==> src/hw/rtl/assert_macros.svh <==
// Assertion macros used by the sampler core; clocked on clk, disabled in reset.
`ifndef ASSERT_MACROS_SVH
`define ASSERT_MACROS_SVH

`define ESMP_ASSERT_IMPL(lbl, ante, cons, msg) \
    lbl: assert property (@(posedge clk) disable iff (!rst_n) (ante) |-> (cons)) \
        else $error(msg);

`define ESMP_ASSERT_NEXT(lbl, ante, cons, msg) \
    lbl: assert property (@(posedge clk) disable iff (!rst_n) (ante) |=> (cons)) \
        else $error(msg);

`endif

==> src/hw/rtl/esmp_pkg.sv <==
// Shared constants, types and helpers of the environment map sampler.
package esmp_pkg;

    localparam int DIR_W        = 16;
    localparam int ANGLE_BITS   = 16;
    localparam int DROP         = 32 - ANGLE_BITS;
    localparam int MAX_WIDTH    = 256;
    localparam int MAX_HEIGHT   = 128;
    localparam int STORE_DEPTH  = MAX_WIDTH * MAX_HEIGHT;
    localparam int ADDR_W       = $clog2(STORE_DEPTH);
    localparam int COL_W        = $clog2(MAX_WIDTH);
    localparam int ROW_W        = $clog2(MAX_HEIGHT);
    localparam int WCFG_W       = 9;
    localparam int HCFG_W       = 8;
    localparam int CFG_W        = 9;
    localparam int COLOR_W      = 32;
    localparam int CORDIC_STEPS = 24;
    localparam int OP_SH        = 14;
    localparam int OPW          = 36;
    localparam int ACC_W        = 34;
    localparam int SQ_ROOT_W    = 30;
    localparam int SQ_SH        = 28;
    localparam int SQ_IN_W      = 2 * DIR_W + SQ_SH;
    localparam int SQ_REM_W     = SQ_IN_W + 1;

    localparam logic [COLOR_W-1:0] MAGENTA = 32'hFFFF_00FF;

    // atan(2^-i) in units of 2^-32 turn
    localparam logic [31:0] TURN_TABLE [CORDIC_STEPS] = '{
        32'd536870912, 32'd316933406, 32'd167458907, 32'd85004756,
        32'd42667331,  32'd21354465,  32'd10679838,  32'd5340245,
        32'd2670163,   32'd1335087,   32'd667544,    32'd333772,
        32'd166886,    32'd83443,     32'd41722,     32'd20861,
        32'd10430,     32'd5215,      32'd2608,      32'd1304,
        32'd652,       32'd326,       32'd163,       32'd81
    };

    typedef enum logic [1:0] {
        REG_MAP_WIDTH   = 2'd0,
        REG_MAP_HEIGHT  = 2'd1,
        REG_MAP_PRESENT = 2'd2
    } cfg_reg_t;

    typedef struct packed {
        logic               cmd;
        logic               xz_zero;
        logic               y_zero;
        logic               y_neg;
        logic [ADDR_W-1:0]  addr;
        logic [COLOR_W-1:0] value;
    } item_t;

    function automatic logic signed [OPW-1:0] scale_dir(input logic signed [DIR_W-1:0] d);
        return OPW'(d) <<< OP_SH;
    endfunction

endpackage

==> src/hw/rtl/esmp_isqrt.sv <==
// Pipelined floor square root, one root bit per stage.
module esmp_isqrt import esmp_pkg::*;
(
    input  logic                 clk,
    input  logic                 en,
    input  logic [SQ_IN_W-1:0]   n,
    output logic [SQ_ROOT_W-1:0] root
);

    logic [SQ_REM_W-1:0]  rem_reg  [SQ_ROOT_W-1];
    logic [SQ_ROOT_W-1:0] root_reg [SQ_ROOT_W];

    for (genvar s = 0; s < SQ_ROOT_W; s++)
    begin : g_stage
        localparam int K = SQ_ROOT_W - 1 - s;
        logic [SQ_REM_W-1:0]  rem_i;
        logic [SQ_ROOT_W-1:0] root_i;
        logic [SQ_REM_W-1:0]  trial;
        logic                 take;

        if (s == 0)
        begin : g_first
            assign rem_i  = SQ_REM_W'(n);
            assign root_i = '0;
        end
        else
        begin : g_rest
            assign rem_i  = rem_reg[s-1];
            assign root_i = root_reg[s-1];
        end

        assign trial = (SQ_REM_W'(root_i) << (K + 1)) + (SQ_REM_W'(1) << (2 * K));
        assign take  = (rem_i >= trial);

        always_ff @(posedge clk)
        begin
            if (en)
            begin
                root_reg[s] <= take ? (root_i | (SQ_ROOT_W'(1) << K)) : root_i;
            end
        end

        if (s < SQ_ROOT_W - 1)
        begin : g_rem
            always_ff @(posedge clk)
            begin
                if (en)
                begin
                    rem_reg[s] <= take ? (rem_i - trial) : rem_i;
                end
            end
        end
    end

    assign root = root_reg[SQ_ROOT_W-1];

endmodule

==> config.mk <==
export PLATFORM = sky130hd
export DESIGN_NAME = esmp_isqrt
export DESIGN_NICKNAME = d
export VERILOG_FILES = /design/src/hw/rtl/assert_macros.svh /design/src/hw/rtl/esmp_pkg.sv /design/src/hw/rtl/esmp_isqrt.sv
export SDC_FILE = /design/constraint.sdc
export NUM_CORES = 2
export LEC_CHECK = 0
export BUFFER_PORTS_ARGS = -buffer_cell sky130_fd_sc_hd__buf_2
export CORE_ASPECT_RATIO = 0.75
export CORE_UTILIZATION = 65
export CTS_CLUSTER_SIZE = 40
export DETAILED_ROUTE_END_ITERATION = 10
export PLACE_DENSITY_LB_ADDON = 0.25
export SLEW_MARGIN = 20
export SYNTH_ARGS = -nofsm -noshare
export SYNTH_HDL_FRONTEND = slang
export SYNTH_SLANG_ARGS = --single-unit
==> constraint.sdc <==
create_clock -name clk -period 5.61 [get_ports clk]
set_clock_uncertainty 0.2 [all_clocks]
set_input_delay 0.2805 -clock clk [delete_from_list [all_inputs] [get_ports clk]]
set_output_delay 0.2805 -clock clk [all_outputs]
set_load 0.005 [all_outputs]
### Word-level counts from Yosys, hierarchy flattened

Memory sizes are Yosys's and may differ from the RTL's.
Index checks and enable logic that the tools add are counted.

| storage, ports and cells | value |
|---|---|
| register bits | 0 |
| bits in latches | 0 |
| bits in writable memories | 2669 |
| ROM bits | 0 |
| input port bits | 62 |
| logic and storage cells | 151 |
| memories kept | 2 |

Memories:

| memory | words | width | read ports | clocked after memory_dff | wr ports | RTL line | source |
|---|---|---|---|---|---|---|---|
| rem_reg | 29 | 61 | 29 | 0 | 29 | esmp_isqrt.sv:10 | `logic [SQ_REM_W-1:0] rem_reg [SQ_ROOT_W-1];` |
| root_reg | 30 | 30 | 30 | 0 | 30 | esmp_isqrt.sv:11 | `logic [SQ_ROOT_W-1:0] root_reg [SQ_ROOT_W];` |

| operators by class | value |
|---|---|
| add/sub/neg operators | 58 |
| $mul | 0 |
| div/mod/pow operators | 0 |
| $lt $le $gt $ge | 30 |
| equality and inequality tests | 0 |
| shift operators | 0 |
| multiplexer cells | 61 |
| bitwise logic cells | 0 |
| reductions and logical operators | 0 |

Operators by type and width:

| cell | number |
|---|---|
| two-way mux 61 bit | 29 |
| >= comparator 61 x 32 -> 1 bit | 1 |
| >= comparator 61 x 33 -> 1 bit | 1 |
| >= comparator 61 x 34 -> 1 bit | 1 |
| >= comparator 61 x 35 -> 1 bit | 1 |
| >= comparator 61 x 36 -> 1 bit | 1 |
| >= comparator 61 x 37 -> 1 bit | 1 |
| >= comparator 61 x 38 -> 1 bit | 1 |
| >= comparator 61 x 39 -> 1 bit | 1 |
| >= comparator 61 x 40 -> 1 bit | 1 |
| >= comparator 61 x 41 -> 1 bit | 1 |
| >= comparator 61 x 42 -> 1 bit | 1 |
| >= comparator 61 x 43 -> 1 bit | 1 |
| >= comparator 61 x 44 -> 1 bit | 1 |
| >= comparator 61 x 45 -> 1 bit | 1 |
| >= comparator 61 x 46 -> 1 bit | 1 |
| >= comparator 61 x 47 -> 1 bit | 1 |
| >= comparator 61 x 48 -> 1 bit | 1 |
| >= comparator 61 x 49 -> 1 bit | 1 |
| >= comparator 61 x 50 -> 1 bit | 1 |
| >= comparator 61 x 51 -> 1 bit | 1 |
| >= comparator 61 x 52 -> 1 bit | 1 |
| >= comparator 61 x 53 -> 1 bit | 1 |
| >= comparator 61 x 54 -> 1 bit | 1 |
| other kinds (95) | 97 |

### Longest topological paths before layout

An unclocked memory read counts as a cell.

| depth | value |
|---|---|
| depth in word-level cells | 4 |
| gate-level depth with buffers | 14 |
| mapped depth without buffers | 12 |

### Least setup slack after synthesis

OpenSTA, ideal clock, no wires.

| timing | value |
|---|---|
| path type | register to register |
| start point | memory rem_reg[1][278] (netlist name) |
| end point | memory rem_reg[1][349] (netlist name) (data pin) |
| library setup time | 0.273 ns |
| data arrival time | 3.118 ns |
| required time | 5.137 ns |
| slack | 2.020 ns |
| stages on the path, launching flop included | 13 |
| period minus slack after synthesis | 3.590 ns |
| cell sequence | edfxtp_1 > ha_1 > clkbuf_1 > nand4_1 > or3_1 > nor4_1 > nor4_1 > o21ai_0 > o21ai_1 > or4_1 > clkbuf_1 > nor4b_1 > xor2_1 |

RTL lines:

| what | RTL line |
|---|---|
| start, declared | esmp_isqrt.sv:10 |

==> summary.md <==
| Metric | Value |
|---|---|
| Worst slew margin | `23.4%` |
| PortBufs | `between 90 and 100` |
| Met2 Routed Length | `~120000 µm` |
| F_max | `213 MHz` |
| Largest family of logic cells by synthesized area | `simple AND/OR/NAND/NOR gates` |
| Initial Util | `65.8%` |
| Reg2Reg Setup Slack | `0.92 ns` |
| Highest metal used | `met5` |
| Synth Warn # | `0` |
| Most common cell in the netlist | `edfxtp_1` |
| Setup CP Type | `flip-flop to flip-flop` |
| Sw power | `~14000 µW` |
| Layout net count | `9424` |
| Worst r2r src | `rem_reg[1][557]` |
| Worst path required time | `approximately 6 ns` |
| Pint | `33000 µW` |
| Pre-CTS setup slack | `1.21 ns` |
| Outcome | `complete, no violations` |
| Max_cap viols | `0` |
| Post-Syn Nets | `a little over 9000` |
| CTS tree | `yes` |
| Hold Vio Cnt, Final | `0` |
| Max Fanout on Critical Path | `4` |
| Total clock sinks | `~2200` |
| Count of different cell masters after synthesis | `100` |
| Worst hold margin | `0.162 ns` |
| Top cells by count, synth | `edfxtp_1 (2234), inv_1 (613), nor2_1 (612)` |
| Average via count per standard cell | `~6.4` |
| Metal3 WL | `24800 µm` |
| Leak | `between 0.04 and 0.05 µW` |
| XOR/XNOR Fraction of Synth Area | `approximately 6.5%` |
| Initial antenna violation count | `14` |
| Cells after synthesis | `around 8600` |
| #FFs+latches synth | `2234` |
| Setup crit start kind | `flip-flop` |
| Period minus WS final | `approximately 4.7 ns` |
| Multiplexer share of the synthesized area | `around 1.0%` |
| Via count | `about 71000` |
| Fin crit share | `around 84%` |
| Detailed Routing Iterations Pass 1 | `6` |
| Die Wd | `472 µm` |
| Largest area contributor in the netlist | `edfxtp_1` |
| Final antenna-violating net count | `0` |
| Seq. cell area | `67100 µm²` |
| Critical path endpoint category | `flip-flop` |
| Setup_tns | `0 ns` |
| Post-Synth Adder-Cell Area | `under 10%` |
| Dominant cells by area after synthesis | `edfxtp_1 (62%), ha_1 (5.7%), xnor2_1 (3.7%)` |
| Clock power share | `between 30 and 40%` |
| Combinational Power Share | `between 20% and 30%` |
| Clk slew on worst S/H paths | `0.07 ns` |
| Multi-input logic area | `37500 µm²` |
| Worst Hold Path EP | `rem_reg[0][59]` |
| Die Ht | `around 350 µm` |
| Largest net degree at the start of global routing | `~180` |
| Grt ovf | `0` |
| Ys flop type | `edfxtp_1` |
| HP Start | `n[59]` |
| Pwr/cell area | `396 nW/µm²` |
| Drc violations | `0` |
| Fillers | `around 10000` |
| Sequential fraction of the synthesis area | `a little over 60%` |
| Clock latency on the worst-skew pair | `roughly 0.87 ns` |
| Total global-route track usage | `slightly above 30%` |
| Synth Area in Simple Gates | `between 10% and 20%` |
| Post-synth top area share | `between 60% and 70%` |
| Setup ws final | `0.920 ns` |
| HPWL reported at the end of detailed placement | `183000 µm` |
| # H-tree levels | `4` |
| Std cell rows | `roughly 130` |
| Core area | `roughly 160000 µm²` |
| Hold Path Cell Cnt | `4` |
| Crit Reg-Reg Endpoint | `rem_reg[1][660]` |
| Synth Cell Area | `108000 µm²` |
| Die ar. | `167000 µm²` |
| Layout cells sized above 1 | `between 6 and 7%` |
| Final GP Congestion | `0.947` |
| Area delta synth->final | `10.4%` |
| Total Power | `47000 µW` |
| Wire length after detailed routing | `260000 µm` |
| Syn Area/Cell | `about 13 µm²` |
| Top-level I/O count | `just over 90` |
| Synth Area in Compound Gates | `9.00%` |
| CTS Buffer Depth | `3` |
| Worst Hold Class | `input port to flip-flop` |
| Seq pwr share | `between 40% and 50%` |
| DR WL/cell | `23.3 µm` |
| Slew Limit Fails | `0` |
| Asr flop ratio synth | `0%` |
| Worst r2r path cells | `10` |
| Vias in the first global route | `a little under 70000` |
| RSZ-0062 raised after global routing | `no` |
| Slew @ Worst Pin | `roughly 1.1 ns` |
| Drt initial violations | `between 8000 and 9000` |
| Max FFs per register | `1769` |
| Worst EP arrival | `5.04 ns` |
| Switch share | `between 20% and 30%` |
| First-pass GRT wire length | `398000 µm` |
| Max VDD drop | `298 µV` |
| Met1 Wirelength | `~110000 µm` |
| Count of flip-flops with a built-in enable after synthesis | `around 2200` |
| Final setup viols | `0` |
| CTS Root Cell | `clkbuf_16` |
| CTS Buf Count | `around 200` |
## worst max-delay path, cell delays in order, from the launching register on
cell       delay, ns
edfxtp_1        0.42
ha_1            0.27
or2_2           0.32
o221ai_1        0.26
a21oi_1         0.18
or4_1           0.54
a21oi_1         0.47
a21oi_1         0.30
a2111oi_1       1.07
nand2_1         0.17
xnor2_1         0.17
## area by class of cell
cell class	instances	share of cell area (%)
sequential	2234	56.5
multi-input combinational	5542	31.6
clock buffer	235	4.38
tap	2145	2.26
inverter	618	1.95
timing repair buffer	270	1.92
clock inverter	139	1.38
antenna	1	0.00211
## power by group through the flow
stage	Combinational, µW	Clock [µW]	Sequential, µW
floorplan	7130	0	22200
global placement	9270	0	23000
detailed placement	9490	0	23100
CTS	9670	14400	22700
global route	10800	15100	23000
finish	9860	14300	22800
## cell usage in the layout (no fill, tap or decap), types with 151 or more instances in the layout
| master | instances |
|---|---|
| a21o_1 | 185 |
| a21oi_1 | 543 |
| clkbuf_16 | 203 |
| edfxtp_1 | 2234 |
| ha_1 | 493 |
| inv_1 | 613 |
| nand2_1 | 513 |
| nand3_1 | 165 |
| nand4_1 | 151 |
| nor2_1 | 610 |
| nor3_1 | 217 |
| nor4_1 | 312 |
| o21ai_0 | 352 |
| xnor2_1 | 449 |
| xor2_1 | 351 |
## how the worst max path moves through the flow
stage	endpoint	depth (start not counted)	slack [ns]	from
6_report	rem_reg[1][660]	10	0.92	rem_reg[1][557]
5_1_grt	rem_reg[0][662]	8	0.77	rem_reg[0][604]
4_1_cts	rem_reg[1][730]	11	1.15	rem_reg[1][617]
3_5_place_dp	rem_reg[1][730]	11	1.21	rem_reg[1][617]
3_3_place_gp	rem_reg[0][662]	8	1.28	rem_reg[0][604]
2_1_floorplan	rem_reg[1][349]	12	2.02	rem_reg[1][278]
## layer usage
| layer | vias up | GRT usage [%] |
|---|---|---|
| li1 | 32700 | - |
| met1 | 34900 | 46.7 |
| met2 | 3418 | 46.8 |
| met3 | 393 | 5.78 |
| met4 | 4 | 6.59 |
| met5 | - | 0 |
## stage by stage
step	cell area, µm²	cells	utilization, %
after floorplan	108000	8575	-
after global placement	111000	10700	67.7
after detailed placement	111000	10700	67.7
after CTS	119000	11200	72.7
after global routing	119000	11200	72.7
final	119000	11200	72.7
## logic make-up after synthesis
group / after synthesis
muxes: 98
and+or+nand+nor: 2592
DFF: 2234
xor gates and xnor gates: 800
AOI/OAI and AO/OA: 1559
buffers and inverters: 799
adders and majority gates: 493
## what timing repair did
item | CTS | global route
setup buffers | 0 | 0
hold buffers | 120 | 0
hold endpoints to repair | 151 | 0
gates resized for setup | 0 | 0
Note: power is estimated with default switching activity, not from simulation.
